### src/hw/rtl/bnsm_pkg.sv
`timescale 1ns / 1ps
// ----------------------------------------------------------------------------
// bnsm_pkg
// Shared types and constants of the box suppression and score merge block.
// ----------------------------------------------------------------------------
package bnsm_pkg;

   localparam int COORD_W = 16;
   localparam int SIZE_W  = 12;
   localparam int SCORE_W = 32;
   localparam int PCT_W   = 7;
   localparam int GEOM_W  = 2 * COORD_W + 2 * SIZE_W;
   localparam int AREA_W  = 2 * SIZE_W;

   localparam logic [PCT_W-1:0] PCT_RESET = 7'd50;
   localparam logic [PCT_W-1:0] PCT_SCALE = 7'd100;

   // commands from the controller to the datapath
   typedef struct packed {
      logic load;
      logic sort_init;
      logic scan_init;
      logic scan_rd;
      logic scan_cmp;
      logic sort_store;
      logic sweep_init;
      logic a_rd_order;
      logic a_rd_box;
      logic a_load;
      logic skip_i;
      logic b_rd_order;
      logic b_rd_box;
      logic b_geo;
      logic b_area;
      logic b_uni;
      logic b_thr;
      logic b_cmp;
      logic skip_k;
      logic kept;
      logic finish;
   } cmd_type;

   // status from the datapath to the controller
   typedef struct packed {
      logic scan_done;
      logic sort_done;
      logic i_done;
      logic k_done;
      logic supp_i;
      logic supp_k;
   } status_type;

endpackage

### src/hw/rtl/bnsm_ctrl.sv
`timescale 1ns / 1ps
// ----------------------------------------------------------------------------
// bnsm_ctrl
// Sequencer for load, selection sort and greedy suppression sweep.
// ----------------------------------------------------------------------------
module bnsm_ctrl (
   input  logic                clock,
   input  logic                reset,
   input  logic                start,
   input  logic                set_end,
   input  bnsm_pkg::status_type stat,
   output bnsm_pkg::cmd_type    cmd,
   output logic                busy
);

   typedef enum logic [4:0] {
      ST_IDLE, ST_SORT_CHK, ST_SCAN_RD, ST_SCAN_CMP, ST_SORT_STORE,
      ST_SWEEP_INIT, ST_A_CHK, ST_A_BOX, ST_A_LOAD,
      ST_B_CHK, ST_B_BOX, ST_B_LOAD, ST_B_AREA, ST_B_UNI, ST_B_THR, ST_B_CMP,
      ST_KEPT, ST_FINISH
   } state_type;

   state_type state_ff, state_in;

   always_ff @(posedge clock) begin
      if (reset) begin
         state_ff <= ST_IDLE;
      end else begin
         state_ff <= state_in;
      end
   end

   always_comb begin
      cmd      = '0;
      state_in = state_ff;
      case (state_ff)
         ST_IDLE: begin
            cmd.sort_init = 1'b1;
            if (start) begin
               cmd.load = 1'b1;
               if (set_end) begin
                  state_in = ST_SORT_CHK;
               end
            end
         end
         ST_SORT_CHK: begin
            if (stat.sort_done) begin
               state_in = ST_SWEEP_INIT;
            end else begin
               cmd.scan_init = 1'b1;
               state_in      = ST_SCAN_RD;
            end
         end
         ST_SCAN_RD: begin
            if (stat.scan_done) begin
               state_in = ST_SORT_STORE;
            end else begin
               cmd.scan_rd = 1'b1;
               state_in    = ST_SCAN_CMP;
            end
         end
         ST_SCAN_CMP: begin
            cmd.scan_cmp = 1'b1;
            state_in     = ST_SCAN_RD;
         end
         ST_SORT_STORE: begin
            cmd.sort_store = 1'b1;
            state_in       = ST_SORT_CHK;
         end
         ST_SWEEP_INIT: begin
            cmd.sweep_init = 1'b1;
            state_in       = ST_A_CHK;
         end
         ST_A_CHK: begin
            if (stat.i_done) begin
               state_in = ST_FINISH;
            end else if (stat.supp_i) begin
               cmd.skip_i = 1'b1;
            end else begin
               cmd.a_rd_order = 1'b1;
               state_in       = ST_A_BOX;
            end
         end
         ST_A_BOX: begin
            cmd.a_rd_box = 1'b1;
            state_in     = ST_A_LOAD;
         end
         ST_A_LOAD: begin
            cmd.a_load = 1'b1;
            state_in   = ST_B_CHK;
         end
         ST_B_CHK: begin
            if (stat.k_done) begin
               state_in = ST_KEPT;
            end else if (stat.supp_k) begin
               cmd.skip_k = 1'b1;
            end else begin
               cmd.b_rd_order = 1'b1;
               state_in       = ST_B_BOX;
            end
         end
         ST_B_BOX: begin
            cmd.b_rd_box = 1'b1;
            state_in     = ST_B_LOAD;
         end
         ST_B_LOAD: begin
            cmd.b_geo = 1'b1;
            state_in  = ST_B_AREA;
         end
         ST_B_AREA: begin
            cmd.b_area = 1'b1;
            state_in   = ST_B_UNI;
         end
         ST_B_UNI: begin
            cmd.b_uni = 1'b1;
            state_in  = ST_B_THR;
         end
         ST_B_THR: begin
            cmd.b_thr = 1'b1;
            state_in  = ST_B_CMP;
         end
         ST_B_CMP: begin
            cmd.b_cmp = 1'b1;
            state_in  = ST_B_CHK;
         end
         ST_KEPT: begin
            cmd.kept = 1'b1;
            state_in = ST_A_CHK;
         end
         ST_FINISH: begin
            cmd.finish = 1'b1;
            state_in   = ST_IDLE;
         end
         default: begin
            state_in = ST_IDLE;
         end
      endcase
   end

   assign busy = (state_ff != ST_IDLE);

endmodule

### config.mk
export PLATFORM = sky130hd
export DESIGN_NAME = bnsm_ctrl
export DESIGN_NICKNAME = d
export VERILOG_FILES = /design/src/hw/rtl/bnsm_pkg.sv /design/src/hw/rtl/bnsm_ctrl.sv
export SDC_FILE = /design/constraint.sdc
export NUM_CORES = 1
export LEC_CHECK = 0
export BUFFER_PORTS_ARGS = -buffer_cell sky130_fd_sc_hd__buf_4
export CAP_MARGIN = 20
export CORE_AREA = 10 10 50 52
export CTS_BUF_LIST = sky130_fd_sc_hd__clkbuf_8
export DETAILED_ROUTE_END_ITERATION = 10
export DIE_AREA = 0 0 60 62
export GPL_TIMING_DRIVEN = 0
export PLACE_DENSITY = 0.67
export SLEW_MARGIN = 25
export SYNTH_ARGS = -nofsm -noshare
export SYNTH_HDL_FRONTEND = slang
export SYNTH_SLANG_ARGS = --single-unit
### constraint.sdc
create_clock -name clock -period 1.7 [get_ports clock]
set_input_delay 0.085 -clock clock [delete_from_list [all_inputs] [get_ports clock]]
set_output_delay 0.085 -clock clock [all_outputs]
set_load 0.02 [all_outputs]
After elaboration in Yosys (flattened, before gate mapping)
Index checks and enable logic that the tools add are counted.

$mul: 0. Order comparisons: 0. Reductions and logical operators: 5. Shifts and indexed selects: 0. Equality and inequality tests: 21. Divide/modulo/power cells: 0. Bitwise logic cells: 0. Mux-type cells: 40. $add $sub $neg: 0.

Operators with widths (count): $pmux W5 S15 (1); $eq A5 B4 Y1 const B (8); $mux W1 (30); $mux W5 (6); $eq A5 B3 Y1 const B (4); $eq A5 B2 Y1 const B (2); $eq A5 B5 Y1 const B (2); $mux W3 (2); $ne A3 B3 Y1 const B (2); $eq A5 B1 Y1 const B (1); $logic_not A5 Y1 (1); $reduce_bool A5 Y1 (1); $ne A2 B2 Y1 const B (2); $reduce_and A4 Y1 (1); $reduce_or A2 Y1 (2); $mux W2 (1).

Bits in latches: 0. Bits in writable memories: 0. Word-level logic and storage cells: 67. Memories kept: 0. Input port bits: 10. Bits in read-only memories: 0. Flip-flop bits (word level): 5.

Longest topological paths before layout
Gate-level depths: netlist (run 1).

Depth after elaboration: 3. Gate-level depth with buffers: 5. Depth with buffers taken out: 4.

Worst setup path after synthesis (run 1)
OpenSTA, ideal clock, no wires.

Kind: reg-to-output. From: register state_ff[4]. To: output cmd[9] (netlist name). Cell stages (with the launch flop): 5. Buffers on the path: 1. Slack: 151 ps. Arrival time: 1464 ps. Cell sequence: dfxtp_1 > clkbuf_1 > nor2_1 > nand2_1 > nor4_1.

RTL lines: start, declared (line bnsm_ctrl.sv:23) `state_type state_ff, state_in;`; start signal, assigned (line bnsm_ctrl.sv:29) `state_ff <= state_in;`; end, declared (line bnsm_ctrl.sv:12) `output bnsm_pkg::cmd_type cmd,`.

==> flow_summary_export.csv, run 1 <==
group,metric,value,unit
worst_setup_path,required,1620,ps
drt,drt_first_pass_iters,4,
yosys,synth.yosys.seq_area_share,16.95,%
sta,worst_pin_slew,424.3,ps
finish,largest_reg_flops,5,
sta,timing.final.crit_period,1668,ps
finish,fillers,172,
floorplan,dieArea,3720,sq um
global_route,grt_max_degree,11,
drt,vias_per_cell,5.379,
sta,fin_crit_sh,98.09,%
placed_design,dp_slack,91.45,ps
sta,fin_worst_skew,1.141,ps
cts,ctsHoldBuffers,0,
worst_setup_path,worstSetupStartpointType,"register",
global_route,grt_pass1_vias,747,
sta,rsz0062_at_grt,"yes",
drt,wire_per_inst,14.46,um
worst_setup_path,end_kind,"output port",
sta,hold_viol_final,0,
hold_path,hp-class,"in -> reg",
sta,fmax,599.7,MHz
drt,ant_nets,0,
yosys,synth_cells,92,
finish,syn2layout_area_growth,55.30,%
placed_design,dp_hpwl,1700,um
cts,cts.path.max_buffers,2,
global_route,grt_pass1_wl,3401,um
global_route,grt_usage,11.33,%
cts,clkTransAtPathRegs,30,ps
yosys,netlist_area,590.6,sq um
floorplan,die_w,60,um
yosys,synth_top_area_share,16.95,%
run_status,status,"finished, final reports clean",
finish,top_regs,"state_ff (5)",
finish,final_area,917.1,sq um
finish,regMostFlops,"state_ff",
yosys,ys_top_cells_by_area,"dfxtp_1 17%, nor2_1 12%, a21oi_1 5.9%",
floorplan,ios,32,
floorplan,initial_core_util,36.59,%
yosys,yosys_warnings,0,
cts,cts_buffers,3,
finish,num-nets-final,139,
global_route,grt-ovfl-total,0,
drt,vias,780,
finish,drive_gt1_share,39.06,%
cts,htreeDepth,1,
placed_design,io_buffer_count,31,
cts,cts_tree,"built",
floorplan,core-area,1614,sq um
floorplan,die_h,62,um
cts,clock_sinks,5,
pwr,ir_drop,0.0005269,V
global_route,antenna_found_initial,0,
pwr,powerDensity,550.1,nW/um^2
sta,setup_viol,0,
drt,drtIter0Drc,18,
sta,relSlewSlack,71.71,%
placed_design,gp_congestion,0.8627,
yosys,yosysUniqueCellTypes,37,
placed_design,dp.cells,140,
yosys,syn_area_per_cell,6.419,sq um
worst_setup_path,path_class,"reg -> out",
worst_setup_path,arrival,1580,ps
run,cap_violations,0,
worst_setup_path,path_max_fanout,5,
floorplan,fp-row-count,15,
finish,diodes,0,
cts,root_buffer,"clkbuf_8",
pwr,p_leak,0.4359,nW
yosys,yosysTopAreaCell,"dfxtp_1",
finish,final_cell_count_no_fill,145,
cts,clkLatencyLatePin,210,ps
sta,setup_slack,32.47,ps
yosys,synth-seq-cells,5,
yosys,synth_fp_nets,102,
sta,maxSlewViolCount,0,
drt,wirelength,2097,um
placed_design,place_area,844.6,sq um
drt,drc,0,
[metrics by stage]
| step | setup TNS, ps | hold WS (ps) | power [mW] | utilization, % |
|---|---|---|---|---|
| 3_5_place_dp | 0 | 289.4 | 0.2994 | 52.33 |
| 2_1_floorplan | 0 | 154.1 | 0.2340 | - |
| 5_1_grt | -18.27 | 72.24 | 0.5406 | 56.82 |
| 3_3_place_gp | 0 | 290.0 | 0.2991 | 52.33 |
| 6_report | 0 | 61.98 | 0.5045 | 56.82 |
| 4_1_cts | -59.82 | 56.23 | 0.5129 | 55.89 |
[final cells by class]
cell class                 count  area (sq um)  area share (%)
clock buffer                   3         41.29           4.502
inverter                       5         18.77           2.046
tap                           17         21.27           2.319
timing repair buffer          33         251.5           27.42
sequential                     5         108.9           11.87
clock inverter                 1         3.754          0.4093
buffer                         6         27.53           3.001
multi-input combinational     75         444.2           48.43
[repair_timing]
item / CTS / global route
pin swaps: 2 / 1
setup buffers: 2 / 0
cloned: 0 / 0
gates resized for setup: 6 / 8
setup endpoints to repair: 2 / 6
[cell usage in the layout (no fill, tap or decap), types with 2 or more instances in the layout]
cell type	count
buf_4	32
nor2_1	18
nand2_1	9
a21oi_1	7
inv_1	5
nor2b_1	4
nand2b_1	4
clkbuf_2	3
nor4_1	3
clkbuf_8	3
clkbuf_1	2
nor3b_1	2
o21ai_0	2
dfxtp_1	2
dfxtp_4	2
[final timing paths]
kind,endpoint,cells after the start,slack [ps],startpoint
max,cmd[10],4,30,state_ff[4]
min,state_ff[2],2,60,reset
max reg2reg,state_ff[1],5,100,state_ff[4]
min reg2reg,state_ff[2],3,650,state_ff[2]
[report_power, final]
group / internal [mW] / switching (mW)
clock: 0.154 / 0.0511
combinational: 0.0743 / 0.0958
sequential: 0.121 / 0.00781
[synth_stat cells (all sizes together)]
cell type	n
nor2	19
nand2	9
a21oi	7
clkbuf	5
dfxtp	5
inv	5
nand2b	4
nor2b	4
nor4	3
o21ai	3
buf	2
nor3	2
nor3b	2
a21boi	1
a22o	1
a311oi	1
a31oi	1
a32oi	1
and3	1
and3b	1
mux2i	1
nand3b	1
nand4	1
nor4b	1
o211ai	1
o21bai	1
o22ai	1
o2bb2ai	1
o311a	1
o32a	1
o41a	1
or2	1
or3	1
or3b	1
or4	1
[cells by family (layout without fill, tap and decap cells)]
family	after synthesis	after routing	share of synthesized area (%)
AOI/OAI and AO/OA	22	22	26.27
buffers and inverters	12	48	9.110
DFF	5	5	16.95
muxes	1	1	1.695
and+or+nand+nor	52	52	45.98
[routing by layer]
metal  wire length (um)  track usage [%]
met1                969            14.47
met2                821            16.47
met3                266            4.268
met5                  0                0
met4                 39            4.808
[critical path: stages (launching register included)]
cell,delay [ps]
dfxtp_2,340
or3b_4,400
or4_4,440
inv_2,70
buf_6,110
Note: power is estimated with default switching activity, not from simulation.
==> inputs of run 2 (changes only) <==
--- a/config.mk
+++ b/config.mk
@@ -13,6 +13,7 @@
 export DIE_AREA = 0 0 60 62
 export GPL_TIMING_DRIVEN = 0
 export PLACE_DENSITY = 0.67
+export SETUP_SLACK_MARGIN = 0.15
 export SLEW_MARGIN = 25
 export SYNTH_ARGS = -nofsm -noshare
 export SYNTH_HDL_FRONTEND = slang
==> constraint.sdc (replaced) <==
create_clock -name clock -period 1.6 [get_ports clock]
set_input_delay 0.08 -clock clock [delete_from_list [all_inputs] [get_ports clock]]
set_output_delay 0.08 -clock clock [all_outputs]
set_load 0.02 [all_outputs]
==> flow_summary_export.csv, run 2 (synthesis results as in run 1) <==
group,metric,value,unit
worst_setup_path,worstSetupStartpointType,"register",
finish,final_util,71.94,%
finish,final_cell_count_no_fill,151,
finish,syn2layout_area_growth,96.61,%
run_status,violations,"setup timing",
finish,multiInputGateArea,561.8,sq um
global_route,grt_max_degree,11,
pwr,powerDensity,522.1,nW/um^2
pwr,p_leak,0.5253,nW
pwr,pwr-share-comb,38.6,%
finish,largest_reg_flops,5,
cts,clkLatencyLatePin,230,ps
cts,clock_sinks,5,
finish,final_cell_mix,"24 x buf_4, 16 x buf_6, 10 x nor2_1",
sta,hold_viol_final,0,
finish,regArea,106.4,sq um
hold_path,holdCritStartpoint,"reset",
placed_design,io_buffer_count,31,
global_route,grt_usage,12.08,%
sta,timing.final.crit_period,1698,ps
drt,vias,839,
sta,setup_slack,-98.38,ps
worst_setup_path,reg2reg_to,"state_ff[1]",
worst_setup_path,r2r_cells,6,
placed_design,dp_hpwl,1710,um
finish,final_common_cell,"buf_4",
cts,htreeDepth,1,
sta,fin_worst_skew,4.952,ps
hold_path,hold_path_depth,2,
worst_setup_path,required,1520,ps
finish,regMostFlops,"state_ff",
pwr,switchingPower,0.2018,mW
floorplan,die_h,62,um
sta,maxSlewViolCount,0,
floorplan,fp-row-count,15,
cts,cts_tree,"built",
drt,wirelength,2311,um
placed_design,dp_slack,4.043,ps
pwr,netSwitchingFraction,33.28,%
run,cap_violations,0,
global_route,grt_pass1_wl,3546,um
placed_design,place_area,859.6,sq um
finish,top_regs,"state_ff (5)",
hold_path,hold_path_end,"state_ff[2]",
drt,drc,0,
worst_setup_path,path_class,"reg -> out",
drt,drt_first_pass_iters,4,
finish,num-nets-final,145,
floorplan,die_w,60,um
worst_setup_path,arrival,1620,ps
sta,setup_viol,5,
finish,fillers,142,
sta,relSlewSlack,76.25,%
sta,fin_crit_sh,106.1,%
drt,ant_nets,0,
cts,clkTransAtPathRegs,30,ps
sta,rsz0062_at_grt,"yes",
sta,worst_pin_slew,355.4,ps
floorplan,dieArea,3720,sq um
pwr,seqPwrFrac,23.3,%
worst_setup_path,reg2reg_slack,0,ps
cts,cts_buffers,3,
global_route,grt_pass1_vias,785,
worst_setup_path,path_max_fanout,3,
sta,fmax,588.8,MHz
finish,drive_gt1_share,58.96,%
pwr,power.share.clock,38.1,%
floorplan,ios,32,
global_route,antenna_found_initial,0,
finish,final_area,1161,sq um
drt,wire_per_inst,15.30,um
placed_design,gp_congestion,0.8457,
worst_setup_path,end_kind,"output port",
placed_design,dp.cells,140,
floorplan,initial_core_util,36.59,%
worst_setup_path,rr_startpoint,"state_ff[3]",
run_status,status,"finished with violations",
pwr,p_total,0.6062,mW
drt,vias_per_cell,5.556,
pwr,ir_drop,0.0004255,V
global_route,grt-ovfl-total,0,
pwr,cell_internal_pwr,0.4045,mW
cts,root_buffer,"clkbuf_8",
finish,diodes,0,
floorplan,core-area,1614,sq um
cts,cts.path.max_buffers,2,
hold_path,hp-class,"in -> reg",
drt,drtIter0Drc,6,
## run 2: layout make-up
type	instances	share of cell area [%]
multi-input combinational	75	48.38
timing repair buffer	38	29.09
sequential	5	9.160
buffer	7	6.035
clock buffer	3	3.556
tap	17	1.832
inverter	5	1.616
clock inverter	1	0.3233
## run 2: worst max path at each step
| stage | cells past startpoint | to | startpoint | slack, ps |
|---|---|---|---|---|
| 3_5_place_dp | 5 | state_ff[1] | state_ff[0] | 4 |
| 2_1_floorplan | 5 | state_ff[1] | state_ff[3] | 110 |
| 4_1_cts | 5 | cmd[10] | state_ff[3] | -110 |
| 3_3_place_gp | 5 | cmd[10] | state_ff[3] | 40 |
| 5_1_grt | 5 | cmd[10] | state_ff[3] | -120 |
| 6_report | 5 | cmd[10] | state_ff[3] | -100 |
## run 2: critical path: stages, from the launching register on
cell	delay, ps
dfxtp_2	300
buf_6	110
or3b_4	360
or4_4	440
inv_2	70
buf_6	110
## run 2: power by group through the flow
stage / registers [mW] / clock network [mW] / logic, mW
after global placement: 0.141 / 0 / 0.180
after CTS: 0.140 / 0.237 / 0.196
after floorplan: 0.139 / 0 / 0.112
after global routing: 0.143 / 0.243 / 0.255
after detailed placement: 0.142 / 0 / 0.181
final: 0.141 / 0.231 / 0.234
## run 2: timing repair
action,4_1_cts,5_1_grt
setup endpoints to repair,22,25
setup buffers,4,3
hold buffers,0,0
pin swaps,1,11
gates cloned,0,0
gates resized for setup,14,55
## run 2: routing by layer
layer | global-route usage [%] | vias up | wire length [um]
met3 | 5.691 | 5 | 310
met1 | 13.58 | 373 | 973
met2 | 18.53 | 49 | 980
met5 | 0 | - | 0
met4 | 6.410 | 0 | 47
li1 | - | 412 | -
## run 2: metrics by stage
step	TNS (ps)	hold WS, ps
6_report	-253.2	51.29
4_1_cts	-127.1	51.39
3_3_place_gp	0	286.9
2_1_floorplan	0	149.1
5_1_grt	-556.5	57.68
3_5_place_dp	0	286.3
